===== config.mk =====
export PLATFORM = sky130hd
export DESIGN_NAME = normalized_legendre_basis_flat
export DESIGN_NICKNAME = d
export VERILOG_FILES = /design/src/sv/nlb_pkg.sv /design/src/sv/nlb_if.sv /design/src/sv/normalized_legendre_basis.sv /design/src/sv/nlb_div.sv /design/src/sv/nlb_datapath.sv /design/src/sv/nlb_ctrl.sv /design/src/flat_wrapper.sv
export SDC_FILE = /design/constraint.sdc
export NUM_CORES = 2
export LEC_CHECK = 0
export BUFFER_PORTS_ARGS = -buffer_cell sky130_fd_sc_hd__buf_2
export CORE_MARGIN = 5
export CORE_UTILIZATION = 52
export DETAILED_ROUTE_END_ITERATION = 8
export GPL_ROUTABILITY_DRIVEN = 0
export PLACE_DENSITY = 0.72
export SLEW_MARGIN = 30
export SYNTH_ARGS = -nofsm -noshare
export SYNTH_HDL_FRONTEND = slang
export SYNTH_SLANG_ARGS = --single-unit

===== constraint.sdc =====
create_clock -name clock -period 15.4 [get_ports clock]
set_input_delay 0.77 -clock clock [delete_from_list [all_inputs] [get_ports clock]]
set_output_delay 0.77 -clock clock [all_outputs]
set_load 0.03 [all_outputs]

===== src/sv/nlb_pkg.sv =====
// Package for the normalized Legendre basis generator: widths, command/status
// structs, controller states and the normalization scale table.
// No dependencies.
`default_nettype none

package nlb_pkg;

   localparam int MAX_TERMS = 32;

   localparam int ABS_W  = 16;
   localparam int VAL_W  = 18;
   localparam int IDX_W  = 5;
   localparam int NT_W   = 6;
   localparam int FRAC_W = 14;

   localparam int CNT_W  = $clog2(MAX_TERMS);
   localparam int N_W    = CNT_W + 1;
   localparam int XP_W   = ABS_W + VAL_W;
   localparam int PQ_W   = VAL_W + CNT_W + 1;
   localparam int NUM_W  = XP_W + CNT_W + 2;
   localparam int DVD_W  = NUM_W - FRAC_W;
   localparam int Q_W    = VAL_W;

   localparam int DIV_RADIX  = 3;
   localparam int DIV_CYCLES = Q_W / DIV_RADIX;
   localparam int DIV_CNT_W  = $clog2(DIV_CYCLES);

   localparam int SCALE_W = VAL_W;
   localparam int NP_W    = VAL_W + SCALE_W + 1;
   localparam int RND_W   = NP_W - FRAC_W;

   localparam int Q_MAX = 131071;
   localparam int Q_MIN_MAG = 131072;

   localparam logic [NT_W-1:0] NUM_TERMS_RESET = NT_W'(8);
   localparam logic signed [VAL_W-1:0] P_ONE = VAL_W'(1 << FRAC_W);
   localparam logic signed [VAL_W-1:0] VAL_MAX = VAL_W'(Q_MAX);
   localparam logic signed [VAL_W-1:0] VAL_MIN = VAL_W'(Q_MIN_MAG);

   typedef struct packed {
      logic start;
      logic mul;
      logic num;
      logic mag;
      logic div_load;
      logic div_step;
      logic seed;
      logic take_q;
      logic norm_mul;
      logic norm_rnd;
      logic emit;
   } nlb_cmd_type;

   typedef struct packed {
      logic idx_low;
      logic last;
      logic out_free;
      logic div_done;
   } nlb_status_type;

   typedef enum logic [3:0] {
      ST_IDLE,
      ST_TERM,
      ST_NUM,
      ST_MAG,
      ST_DIV_LOAD,
      ST_DIV,
      ST_SAT,
      ST_NORM_MUL,
      ST_NORM_RND,
      ST_EMIT
   } ctrl_state_type;

   typedef logic [SCALE_W-1:0] scale_rom_type [MAX_TERMS];

   // round(sqrt((2i+1) * 2^27)) by bitwise integer square root
   function automatic scale_rom_type build_scale_rom();
      scale_rom_type rom;
      longint unsigned n;
      longint unsigned rem;
      longint unsigned root;
      longint unsigned bitv;
      for (int i = 0; i < MAX_TERMS; i++) begin
         n = longint'(2 * i + 1) << (2 * FRAC_W - 1);
         rem = n;
         root = 0;
         bitv = longint'(1) << 62;
         for (int k = 0; k < 32; k++) begin
            if (bitv > rem) begin
               bitv = bitv >> 2;
            end
         end
         for (int k = 0; k < 32; k++) begin
            if (bitv != 0) begin
               if (rem >= root + bitv) begin
                  rem = rem - (root + bitv);
                  root = (root >> 1) + bitv;
               end else begin
                  root = root >> 1;
               end
               bitv = bitv >> 2;
            end
         end
         if (n - root * root > root) begin
            root = root + 1;
         end
         rom[i] = SCALE_W'(root);
      end
      return rom;
   endfunction

   localparam scale_rom_type SCALE_ROM = build_scale_rom();

endpackage

`default_nettype wire


===== src/sv/nlb_if.sv =====
// Channel interfaces of the normalized Legendre basis generator:
// abscissa requests, basis responses and the num_terms register write.
// Depends on nlb_pkg.
`default_nettype none

interface nlb_req_if;
   logic valid;
   logic ready;
   logic signed [nlb_pkg::ABS_W-1:0] abscissa;
   modport source (output valid, output abscissa, input ready);
   modport sink (input valid, input abscissa, output ready);
endinterface

interface nlb_rsp_if;
   logic valid;
   logic ready;
   logic [nlb_pkg::IDX_W-1:0] term_index;
   logic signed [nlb_pkg::VAL_W-1:0] basis_value;
   logic last_term;
   modport source (output valid, output term_index, output basis_value, output last_term,
                   input ready);
   modport sink (input valid, input term_index, input basis_value, input last_term,
                 output ready);
endinterface

interface nlb_csr_if;
   logic valid;
   logic ready;
   logic [nlb_pkg::NT_W-1:0] num_terms;
   modport source (output valid, output num_terms, input ready);
   modport sink (input valid, input num_terms, output ready);
endinterface

`default_nettype wire


===== src/sv/normalized_legendre_basis.sv =====
// Top level of the normalized Legendre basis generator.
// Depends on nlb_pkg, nlb_if, nlb_ctrl, nlb_datapath.
//
//   channel  dir  payload                                 transaction
//   req_bus  in   abscissa (s16 Q1.14)                    valid & ready
//   rsp_bus  out  term_index, basis_value (s18), last     valid & ready
//   csr_bus  in   num_terms (u6)                          valid & ready
//
// Degrees 2 and up pass through the divider, which yields 3 quotient bits per cycle.
// A new abscissa is taken once the last term is in the output register.
// Synchronous active-high reset; num_terms resets to 8.
// A stalled rsp_bus holds the engine in its emit step.
`default_nettype none

module normalized_legendre_basis (
   input wire logic clock,
   input wire logic reset,
   nlb_req_if.sink   req_bus,
   nlb_rsp_if.source rsp_bus,
   nlb_csr_if.sink   csr_bus
);

   nlb_pkg::nlb_cmd_type    cmd;
   nlb_pkg::nlb_status_type status;

   nlb_ctrl u_ctrl (
      .clock     (clock),
      .reset     (reset),
      .req_valid (req_bus.valid),
      .req_ready (req_bus.ready),
      .status    (status),
      .cmd       (cmd)
   );

   nlb_datapath u_datapath (
      .clock    (clock),
      .reset    (reset),
      .abscissa (req_bus.abscissa),
      .cmd      (cmd),
      .status   (status),
      .rsp_bus  (rsp_bus),
      .csr_bus  (csr_bus)
   );

endmodule

`default_nettype wire


===== src/sv/nlb_div.sv =====
// Restoring divider for the recurrence: 18-bit quotient of a magnitude by the
// degree, DIV_RADIX quotient bits per cycle, with overflow flag.
// Depends on nlb_pkg.
`default_nettype none

module nlb_div (
   input  wire logic                          clock,
   input  wire logic                          load,
   input  wire logic                          step,
   input  wire logic [nlb_pkg::DVD_W-1:0]     dividend,
   input  wire logic [nlb_pkg::CNT_W-1:0]     divisor,
   output      logic                          done,
   output      logic                          ovf,
   output      logic [nlb_pkg::Q_W-1:0]       quotient
);

   localparam int HI_W = nlb_pkg::DVD_W - nlb_pkg::Q_W;

   logic [nlb_pkg::CNT_W-1:0]     rem_ff, rem_in;
   logic [nlb_pkg::Q_W-1:0]       lo_ff, lo_in;
   logic [nlb_pkg::Q_W-1:0]       q_ff, q_in;
   logic                          ovf_ff, ovf_in;
   logic [nlb_pkg::DIV_CNT_W-1:0] cnt_ff, cnt_in;
   logic [nlb_pkg::CNT_W:0]       trial;
   logic [HI_W-1:0]               hi;

   assign hi = dividend[nlb_pkg::DVD_W-1:nlb_pkg::Q_W];

   always_comb begin
      rem_in = rem_ff;
      lo_in  = lo_ff;
      q_in   = q_ff;
      ovf_in = ovf_ff;
      cnt_in = cnt_ff;
      trial  = '0;
      if (load) begin
         rem_in = hi[nlb_pkg::CNT_W-1:0];
         lo_in  = dividend[nlb_pkg::Q_W-1:0];
         q_in   = '0;
         ovf_in = (hi >= HI_W'(divisor));
         cnt_in = '0;
      end else if (step) begin
         for (int k = 0; k < nlb_pkg::DIV_RADIX; k++) begin
            trial = {rem_in, lo_in[nlb_pkg::Q_W-1]};
            lo_in = {lo_in[nlb_pkg::Q_W-2:0], 1'b0};
            if (trial >= {1'b0, divisor}) begin
               rem_in = nlb_pkg::CNT_W'(trial - {1'b0, divisor});
               q_in   = {q_in[nlb_pkg::Q_W-2:0], 1'b1};
            end else begin
               rem_in = trial[nlb_pkg::CNT_W-1:0];
               q_in   = {q_in[nlb_pkg::Q_W-2:0], 1'b0};
            end
         end
         cnt_in = cnt_ff + nlb_pkg::DIV_CNT_W'(1);
      end
   end

   always_ff @(posedge clock) begin
      rem_ff <= rem_in;
      lo_ff  <= lo_in;
      q_ff   <= q_in;
      ovf_ff <= ovf_in;
      cnt_ff <= cnt_in;
   end

   assign done     = (cnt_ff == nlb_pkg::DIV_CNT_W'(nlb_pkg::DIV_CYCLES - 1));
   assign ovf      = ovf_ff;
   assign quotient = q_ff;

endmodule

`default_nettype wire


===== src/sv/nlb_datapath.sv =====
// Datapath: recurrence multipliers, rounding divider, normalization by the
// scale table, num_terms register and the response output register.
// Depends on nlb_pkg, nlb_if, nlb_div.
`default_nettype none

module nlb_datapath (
   input  wire logic                         clock,
   input  wire logic                         reset,
   input  wire logic signed [nlb_pkg::ABS_W-1:0] abscissa,
   input  wire nlb_pkg::nlb_cmd_type         cmd,
   output      nlb_pkg::nlb_status_type      status,
   nlb_rsp_if.source                         rsp_bus,
   nlb_csr_if.sink                           csr_bus
);

   logic [nlb_pkg::NT_W-1:0]              num_terms_ff, num_terms_in;
   logic [nlb_pkg::N_W-1:0]               n_eff;
   logic [nlb_pkg::CNT_W-1:0]             idx_ff, idx_in;
   logic signed [nlb_pkg::ABS_W-1:0]      x_ff;
   logic signed [nlb_pkg::VAL_W-1:0]      prev_ff, prev_prev_ff, p_ff;
   logic signed [nlb_pkg::XP_W-1:0]       xp_ff;
   logic signed [nlb_pkg::PQ_W-1:0]       pq_ff;
   logic signed [nlb_pkg::NUM_W-1:0]      num_ff;
   logic [nlb_pkg::NUM_W-1:0]             num_mag;
   logic [nlb_pkg::NUM_W-1:0]             num_rnd;
   logic [nlb_pkg::DVD_W-1:0]             dvd_ff;
   logic                                  neg_ff;
   logic [nlb_pkg::CNT_W:0]               coef;
   logic [nlb_pkg::CNT_W-1:0]             idx_m1;
   logic                                  div_done, div_ovf;
   logic [nlb_pkg::Q_W-1:0]               div_q;
   logic signed [nlb_pkg::VAL_W-1:0]      p_in;
   logic signed [nlb_pkg::NP_W-1:0]       np_ff;
   logic [nlb_pkg::NP_W-1:0]              np_mag;
   logic [nlb_pkg::RND_W-1:0]             np_rnd;
   logic signed [nlb_pkg::VAL_W-1:0]      basis_ff, basis_in;
   logic                                  rsp_valid_ff, rsp_valid_in;
   logic [nlb_pkg::IDX_W-1:0]             rsp_idx_ff;
   logic signed [nlb_pkg::VAL_W-1:0]      rsp_val_ff;
   logic                                  rsp_last_ff;

   // num_terms register
   assign csr_bus.ready = 1'b1;
   assign num_terms_in = csr_bus.valid ? csr_bus.num_terms : num_terms_ff;

   always_ff @(posedge clock) begin
      if (reset) begin
         num_terms_ff <= nlb_pkg::NUM_TERMS_RESET;
      end else begin
         num_terms_ff <= num_terms_in;
      end
   end

   always_comb begin
      if (num_terms_ff == '0) begin
         n_eff = nlb_pkg::N_W'(1);
      end else if ({1'b0, num_terms_ff} > (nlb_pkg::NT_W + 1)'(nlb_pkg::MAX_TERMS)) begin
         n_eff = nlb_pkg::N_W'(nlb_pkg::MAX_TERMS);
      end else begin
         n_eff = nlb_pkg::N_W'(num_terms_ff);
      end
   end

   // degree counter
   always_comb begin
      idx_in = idx_ff;
      if (cmd.start) begin
         idx_in = '0;
      end else if (cmd.emit) begin
         idx_in = idx_ff + nlb_pkg::CNT_W'(1);
      end
   end

   always_ff @(posedge clock) begin
      if (reset) begin
         idx_ff <= '0;
      end else begin
         idx_ff <= idx_in;
      end
   end

   assign coef   = {idx_ff, 1'b0} - nlb_pkg::N_W'(1);
   assign idx_m1 = idx_ff - nlb_pkg::CNT_W'(1);

   // recurrence
   assign num_mag = num_ff[nlb_pkg::NUM_W-1] ? nlb_pkg::NUM_W'(-num_ff)
                                             : nlb_pkg::NUM_W'(num_ff);
   assign num_rnd = num_mag + (nlb_pkg::NUM_W'(idx_ff) << (nlb_pkg::FRAC_W - 1));

   always_ff @(posedge clock) begin
      if (cmd.start) begin
         x_ff         <= abscissa;
         prev_ff      <= '0;
         prev_prev_ff <= '0;
      end else if (cmd.emit) begin
         prev_prev_ff <= prev_ff;
         prev_ff      <= p_ff;
      end
      if (cmd.mul) begin
         xp_ff <= nlb_pkg::XP_W'(x_ff) * nlb_pkg::XP_W'(prev_ff);
         pq_ff <= nlb_pkg::PQ_W'(prev_prev_ff) * nlb_pkg::PQ_W'($signed({1'b0, idx_m1}));
      end
      if (cmd.num) begin
         num_ff <= nlb_pkg::NUM_W'(xp_ff) * nlb_pkg::NUM_W'($signed({1'b0, coef}))
                 - (nlb_pkg::NUM_W'(pq_ff) <<< nlb_pkg::FRAC_W);
      end
      if (cmd.mag) begin
         dvd_ff <= num_rnd[nlb_pkg::NUM_W-1:nlb_pkg::FRAC_W];
         neg_ff <= num_ff[nlb_pkg::NUM_W-1];
      end
      if (cmd.seed || cmd.take_q) begin
         p_ff <= p_in;
      end
      if (cmd.norm_mul) begin
         np_ff <= nlb_pkg::NP_W'(p_ff)
                * nlb_pkg::NP_W'($signed({1'b0, nlb_pkg::SCALE_ROM[idx_ff]}));
      end
      if (cmd.norm_rnd) begin
         basis_ff <= basis_in;
      end
   end

   nlb_div u_div (
      .clock    (clock),
      .load     (cmd.div_load),
      .step     (cmd.div_step),
      .dividend (dvd_ff),
      .divisor  (idx_ff),
      .done     (div_done),
      .ovf      (div_ovf),
      .quotient (div_q)
   );

   always_comb begin
      if (cmd.seed) begin
         p_in = (idx_ff == '0) ? nlb_pkg::P_ONE : nlb_pkg::VAL_W'(x_ff);
      end else if (neg_ff) begin
         if (div_ovf || (div_q > nlb_pkg::Q_W'(nlb_pkg::Q_MIN_MAG))) begin
            p_in = nlb_pkg::VAL_MIN;
         end else begin
            p_in = -$signed(div_q);
         end
      end else begin
         if (div_ovf || (div_q > nlb_pkg::Q_W'(nlb_pkg::Q_MAX))) begin
            p_in = nlb_pkg::VAL_MAX;
         end else begin
            p_in = $signed(div_q);
         end
      end
   end

   // normalization rounding
   assign np_mag = np_ff[nlb_pkg::NP_W-1] ? nlb_pkg::NP_W'(-np_ff) : nlb_pkg::NP_W'(np_ff);
   assign np_rnd = nlb_pkg::RND_W'((np_mag + (nlb_pkg::NP_W'(1) << (nlb_pkg::FRAC_W - 1)))
                                   >> nlb_pkg::FRAC_W);

   always_comb begin
      if (np_ff[nlb_pkg::NP_W-1]) begin
         if (np_rnd > nlb_pkg::RND_W'(nlb_pkg::Q_MIN_MAG)) begin
            basis_in = nlb_pkg::VAL_MIN;
         end else begin
            basis_in = -$signed(nlb_pkg::VAL_W'(np_rnd));
         end
      end else begin
         if (np_rnd > nlb_pkg::RND_W'(nlb_pkg::Q_MAX)) begin
            basis_in = nlb_pkg::VAL_MAX;
         end else begin
            basis_in = $signed(nlb_pkg::VAL_W'(np_rnd));
         end
      end
   end

   // response register
   always_comb begin
      rsp_valid_in = rsp_valid_ff;
      if (cmd.emit) begin
         rsp_valid_in = 1'b1;
      end else if (rsp_bus.ready) begin
         rsp_valid_in = 1'b0;
      end
   end

   always_ff @(posedge clock) begin
      if (reset) begin
         rsp_valid_ff <= 1'b0;
      end else begin
         rsp_valid_ff <= rsp_valid_in;
      end
   end

   always_ff @(posedge clock) begin
      if (cmd.emit) begin
         rsp_idx_ff  <= nlb_pkg::IDX_W'(idx_ff);
         rsp_val_ff  <= basis_ff;
         rsp_last_ff <= status.last;
      end
   end

   assign rsp_bus.valid       = rsp_valid_ff;
   assign rsp_bus.term_index  = rsp_idx_ff;
   assign rsp_bus.basis_value = rsp_val_ff;
   assign rsp_bus.last_term   = rsp_last_ff;

   assign status.idx_low  = ({1'b0, idx_ff} < nlb_pkg::N_W'(2));
   assign status.last     = (({1'b0, idx_ff} + nlb_pkg::N_W'(1)) == n_eff);
   assign status.out_free = !rsp_valid_ff || rsp_bus.ready;
   assign status.div_done = div_done;

endmodule

`default_nettype wire


===== src/sv/nlb_ctrl.sv =====
// Controller state machine: sequences each degree through recurrence and
// division (degrees 2 and up only), normalization and emission.
// Depends on nlb_pkg.
`default_nettype none

module nlb_ctrl (
   input  wire logic                    clock,
   input  wire logic                    reset,
   input  wire logic                    req_valid,
   output      logic                    req_ready,
   input  wire nlb_pkg::nlb_status_type status,
   output      nlb_pkg::nlb_cmd_type    cmd
);

   nlb_pkg::ctrl_state_type state_ff, state_in;

   always_ff @(posedge clock) begin
      if (reset) begin
         state_ff <= nlb_pkg::ST_IDLE;
      end else begin
         state_ff <= state_in;
      end
   end

   always_comb begin
      state_in  = state_ff;
      cmd       = '0;
      req_ready = 1'b0;
      case (state_ff)
         nlb_pkg::ST_IDLE: begin
            req_ready = 1'b1;
            if (req_valid) begin
               cmd.start = 1'b1;
               state_in  = nlb_pkg::ST_TERM;
            end
         end
         nlb_pkg::ST_TERM: begin
            if (status.idx_low) begin
               cmd.seed = 1'b1;
               state_in = nlb_pkg::ST_NORM_MUL;
            end else begin
               cmd.mul  = 1'b1;
               state_in = nlb_pkg::ST_NUM;
            end
         end
         nlb_pkg::ST_NUM: begin
            cmd.num  = 1'b1;
            state_in = nlb_pkg::ST_MAG;
         end
         nlb_pkg::ST_MAG: begin
            cmd.mag  = 1'b1;
            state_in = nlb_pkg::ST_DIV_LOAD;
         end
         nlb_pkg::ST_DIV_LOAD: begin
            cmd.div_load = 1'b1;
            state_in     = nlb_pkg::ST_DIV;
         end
         nlb_pkg::ST_DIV: begin
            cmd.div_step = 1'b1;
            if (status.div_done) begin
               state_in = nlb_pkg::ST_SAT;
            end
         end
         nlb_pkg::ST_SAT: begin
            cmd.take_q = 1'b1;
            state_in   = nlb_pkg::ST_NORM_MUL;
         end
         nlb_pkg::ST_NORM_MUL: begin
            cmd.norm_mul = 1'b1;
            state_in     = nlb_pkg::ST_NORM_RND;
         end
         nlb_pkg::ST_NORM_RND: begin
            cmd.norm_rnd = 1'b1;
            state_in     = nlb_pkg::ST_EMIT;
         end
         nlb_pkg::ST_EMIT: begin
            if (status.out_free) begin
               cmd.emit = 1'b1;
               state_in = status.last ? nlb_pkg::ST_IDLE : nlb_pkg::ST_TERM;
            end
         end
         default: begin
            state_in = nlb_pkg::ST_IDLE;
         end
      endcase
   end

endmodule

`default_nettype wire


===== src/flat_wrapper.sv =====
// flat-port wrapper written by rule: the top's interface ports become plain ports
module normalized_legendre_basis_flat 
  (clock, reset, req_bus_valid, req_bus_abscissa, req_bus_ready, rsp_bus_valid, rsp_bus_term_index, rsp_bus_basis_value, rsp_bus_last_term, rsp_bus_ready, csr_bus_valid, csr_bus_num_terms, csr_bus_ready);
  nlb_req_if req_bus_i ();
  nlb_rsp_if rsp_bus_i ();
  nlb_csr_if csr_bus_i ();
  input wire logic clock;
  input wire logic reset;
  input wire logic [$bits(req_bus_i.valid)-1:0] req_bus_valid;
  input wire logic [$bits(req_bus_i.abscissa)-1:0] req_bus_abscissa;
  output wire logic [$bits(req_bus_i.ready)-1:0] req_bus_ready;
  output wire logic [$bits(rsp_bus_i.valid)-1:0] rsp_bus_valid;
  output wire logic [$bits(rsp_bus_i.term_index)-1:0] rsp_bus_term_index;
  output wire logic [$bits(rsp_bus_i.basis_value)-1:0] rsp_bus_basis_value;
  output wire logic [$bits(rsp_bus_i.last_term)-1:0] rsp_bus_last_term;
  input wire logic [$bits(rsp_bus_i.ready)-1:0] rsp_bus_ready;
  input wire logic [$bits(csr_bus_i.valid)-1:0] csr_bus_valid;
  input wire logic [$bits(csr_bus_i.num_terms)-1:0] csr_bus_num_terms;
  output wire logic [$bits(csr_bus_i.ready)-1:0] csr_bus_ready;
  assign req_bus_i.valid = req_bus_valid;
  assign req_bus_i.abscissa = req_bus_abscissa;
  assign req_bus_ready = req_bus_i.ready;
  assign rsp_bus_valid = rsp_bus_i.valid;
  assign rsp_bus_term_index = rsp_bus_i.term_index;
  assign rsp_bus_basis_value = rsp_bus_i.basis_value;
  assign rsp_bus_last_term = rsp_bus_i.last_term;
  assign rsp_bus_i.ready = rsp_bus_ready;
  assign csr_bus_i.valid = csr_bus_valid;
  assign csr_bus_i.num_terms = csr_bus_num_terms;
  assign csr_bus_ready = csr_bus_i.ready;
  normalized_legendre_basis u_core (.clock(clock), .reset(reset), .req_bus(req_bus_i), .rsp_bus(rsp_bus_i), .csr_bus(csr_bus_i));
endmodule

==> results_dict.tcl <==
set metrics [dict create \
    drc_errors 0 \
    ir_worst_vdd_mv 0.4365 \
    crit_family "adder cells" \
    numClockSinks 337 \
    crit_arrival_ps 9390 \
    cp_slowest_cell "mux4_2" \
    cts_tree "done" \
    hp-class "primary input to flip-flop" \
    status "complete, no violations" \
    synthToLayoutAreaGrowth_pct 6.042 \
    vias 35353 \
    antenna_found_initial 1 \
    grt_pass1_wl_mm 186.8 \
    grt_max_degree 59 \
    grt_setup_unrepaired "no" \
    critical_path.startpoint_type "flip-flop" \
    ant_nets 0 \
    hold_slack_ps 341.7 \
    fmax_mhz 110.5 \
    syn_nets 6433 \
    start_util_pct 52.31 \
    yosysSeqAreaShare_pct 19.26 \
    drtIter0Drc 2238 \
    syn_inst 5260 \
    core_mm2 0.09319 \
    setup-tns-final_ps 0 \
    cts_resized 0 \
    cts_inserted_buffers 44 \
    layout-drive-gt1-share_pct 4.714 \
    firstDrtPassIters 7 \
    htree_levels 2 \
    synth.distinct_cells 104 \
    yosysWarnings 0 \
    grt_busiest_layer "met2" \
    p_leak_nw 23.59 \
    wl_mm 110.6 \
    port_buffers 52 \
    cts_max_path_buffers 3 \
    power_frac_seq_pct 18.0 \
    critPathMaxStageDelay_ps 730 \
    fin_crit_sh_pct 58.74 \
    finalPower_mw 9.652 \
    p_sw_mw 4.556 \
    row_count 112 \
    cts_root_buf "clkbuf_16" \
    synth-seq-cells 337 \
    skew_ps 25.73 \
    routedWlPerCell_um 17.08 \
    die_width_um 316.2 \
    ys_top_cells_by_area "fa_1, edfxtp_1, ha_1" \
    synth_largest_area_cell "fa_1" \
    clkSlewWorstSetupHoldPaths_ps 60 \
    p_per_area_mw_per_mm2 186.7 \
    use_met1_pct 29.72 \
    grt_usage_pct 22.82 \
    pwr-share-clk_pct 11.0 \
    overflow 0 \
    regArea_mm2 0.009390 \
    crit_top_cell "fa_1" \
    slew_violations 0 \
    p_int_mw 5.096 \
    num-nets-final 6355 \
    switching_share_pct 47.20 \
    worst_ep_required_time_ps 15750 \
    cts_setup_buffers 0 \
    gr-usage-met3_pct 2.928 \
    synth_top_area_share_pct 31.46 \
    synth_ff_type "edfxtp_1" \
    combPwrFrac_pct 70.9 \
    worst-path-buf-inv 4 \
    die_y_um 316.2 \
    die_area_mm2 0.09996 \
    yosysMostFrequentCell "inv_1" \
    hold_violations 0 \
    synth_common_cells "inv_1, fa_1, nand2_1, ha_1, and2_1" \
    use_met2_pct 40.23 \
    pin_count 54 \
    end_kind "flip-flop" \
    path_class "flip-flop to flip-flop" \
    synth_edf_count 264 \
    finalCriticalPeriod_ps 9046 \
    vias_per_cell 5.462 \
    critPathMaxFanout 57 \
    dp_hpwl_mm 85.83 \
    syn_area_mm2 0.04874 \
    diodes 0 \
    syn_area_per_cell_um2 9.267 \
    multi_input_area_mm2 0.03475 \
    hold_buffers 0 \
    setup_viol 0 \
    grt_pass1_vias 37276 \
    synthArstFlopShare_pct 0 \
    cap_violations 0 \
    max_slew_margin_pct 32.30 \
    clk_latency_ps 600 \
    fill_cells 8165 \
    tightestPinTransition_ps 1016 \
]
[worst paths after layout]
path / startpoint / endpoint / slack (ps) / cells past startpoint
setup / recovery: u_core.u_datapath.idx_ff[0] / u_core.u_datapath.np_ff[35] / 6350 / 26
hold / removal: req_bus_abscissa[8] / u_core.u_datapath.x_ff[8] / 340 / 1
setup reg to reg: u_core.u_datapath.idx_ff[0] / u_core.u_datapath.np_ff[35] / 6350 / 26
hold reg to reg: u_core.u_datapath.basis_ff[17] / u_core.u_datapath.rsp_bus.basis_value[17] / 420 / 0
[placed cells by master, fill, tap and decap left out, types with 19 or more instances in the layout]
master     count
a211oi_1      26
a21o_1        49
a21oi_1      195
a31oi_1       24
and2_1       321
and3_1        24
buf_2         52
buf_4         42
clkbuf_16     45
dfxtp_1       72
edfxtp_1     264
fa_1         766
ha_1         379
inv_1       1019
mux2i_1       25
nand2_1      631
nand2b_1      82
nand3_1       61
nor2_1       262
nor2b_1       74
nor3_1        61
nor4_1        20
o21a_1        20
o21ai_0      105
o21ai_1       23
o21bai_1      19
o31ai_1       24
or3_1         23
xnor2_1      161
xor2_1        59
[metal layers]
layer	vias to the layer above	part of all wire [%]
met1	17685	42
met2	1038	50
met3	211	5.9
met4	0	2.9
met5	-	0
li1	16419	-
[cell type report]
type	instances	share of cell area [%]
clock buffer	51	2.261
clock inverter	31	0.6802
inverter	1024	7.439
multi-input combinational	3679	67.22
sequential	337	18.17
tap	1254	3.035
timing repair buffer	96	1.196
[cell families after synthesis]
group,synth area share (%)
other,0.007693
buffers and inverters,9.613
xor gates and xnor gates,4.063
adders and majority gates,41.23
AOI/OAI and AO/OA,8.535
DFF,19.26
and+or+nand+nor,16.51
muxes,0.7752
[flip-flops by register name, summed over array words and instances, names as in the netlist, 3 cells and up]
name / cells
u_core.u_datapath.x_ff: 16
u_core.u_datapath.np_ff: 37
u_core.u_datapath.u_div.cnt_ff: 3
u_core.u_datapath.xp_ff: 34
u_core.u_datapath.basis_ff: 18
u_core.u_datapath.prev_ff: 18
u_core.u_datapath.rsp_bus.term_index: 5
u_core.u_datapath.num_terms_ff: 6
u_core.u_datapath.u_div.quotient: 18
u_core.u_datapath.num_ff: 41
u_core.u_datapath.u_div.rem_ff: 5
u_core.u_datapath.p_ff: 18
u_core.u_datapath.prev_prev_ff: 18
u_core.u_datapath.dvd_ff: 27
u_core.u_datapath.idx_ff: 5
u_core.u_ctrl.state_ff: 4
u_core.u_datapath.pq_ff: 24
u_core.u_datapath.rsp_bus.basis_value: 18
u_core.u_datapath.u_div.lo_ff: 18
[power by group through the flow]
| stage | registers [mW] | logic [mW] | clock network (mW) |
|---|---|---|---|
| finish | 1.74 | 6.85 | 1.07 |
| global route | 1.76 | 7.89 | 1.13 |
| CTS | 1.73 | 6.87 | 1.09 |
| detailed placement | 1.75 | 6.82 | 0 |
| global placement | 1.75 | 6.65 | 0 |
| floorplan | 1.56 | 5.59 | 0 |
[metrics by stage]
step                cells  utilization (%)  setup WS, ps  area, um2
floorplan            5260                -          4813      48740
global placement     6388            53.78          6841      50120
detailed placement   6389            53.82          6666      50150
CTS                  6471            55.45          6645      51670
global route         6472            55.47          5796      51690
finish               6472            55.47          6354      51690
[worst register-to-register path, stage by stage, from the launching register on]
cell and delay (ps):
dfxtp_1 350, clkinv_2 640, ha_2 690, buf_4 540
mux2i_1 150, mux4_2 730, nor2_1 230, fa_1 450
fa_1 480, fa_1 430, fa_1 500, fa_1 550
inv_1 60, fa_1 530, inv_1 40, ha_1 350
a21o_1 190, a21o_1 180, a21o_1 170, a21oi_1 130
o21ai_0 120, a31oi_1 320, a21boi_0 180, o21ai_0 240
a21oi_1 120, o41ai_1 330, xnor2_1 100
Note: power is estimated with default switching activity, not from simulation.
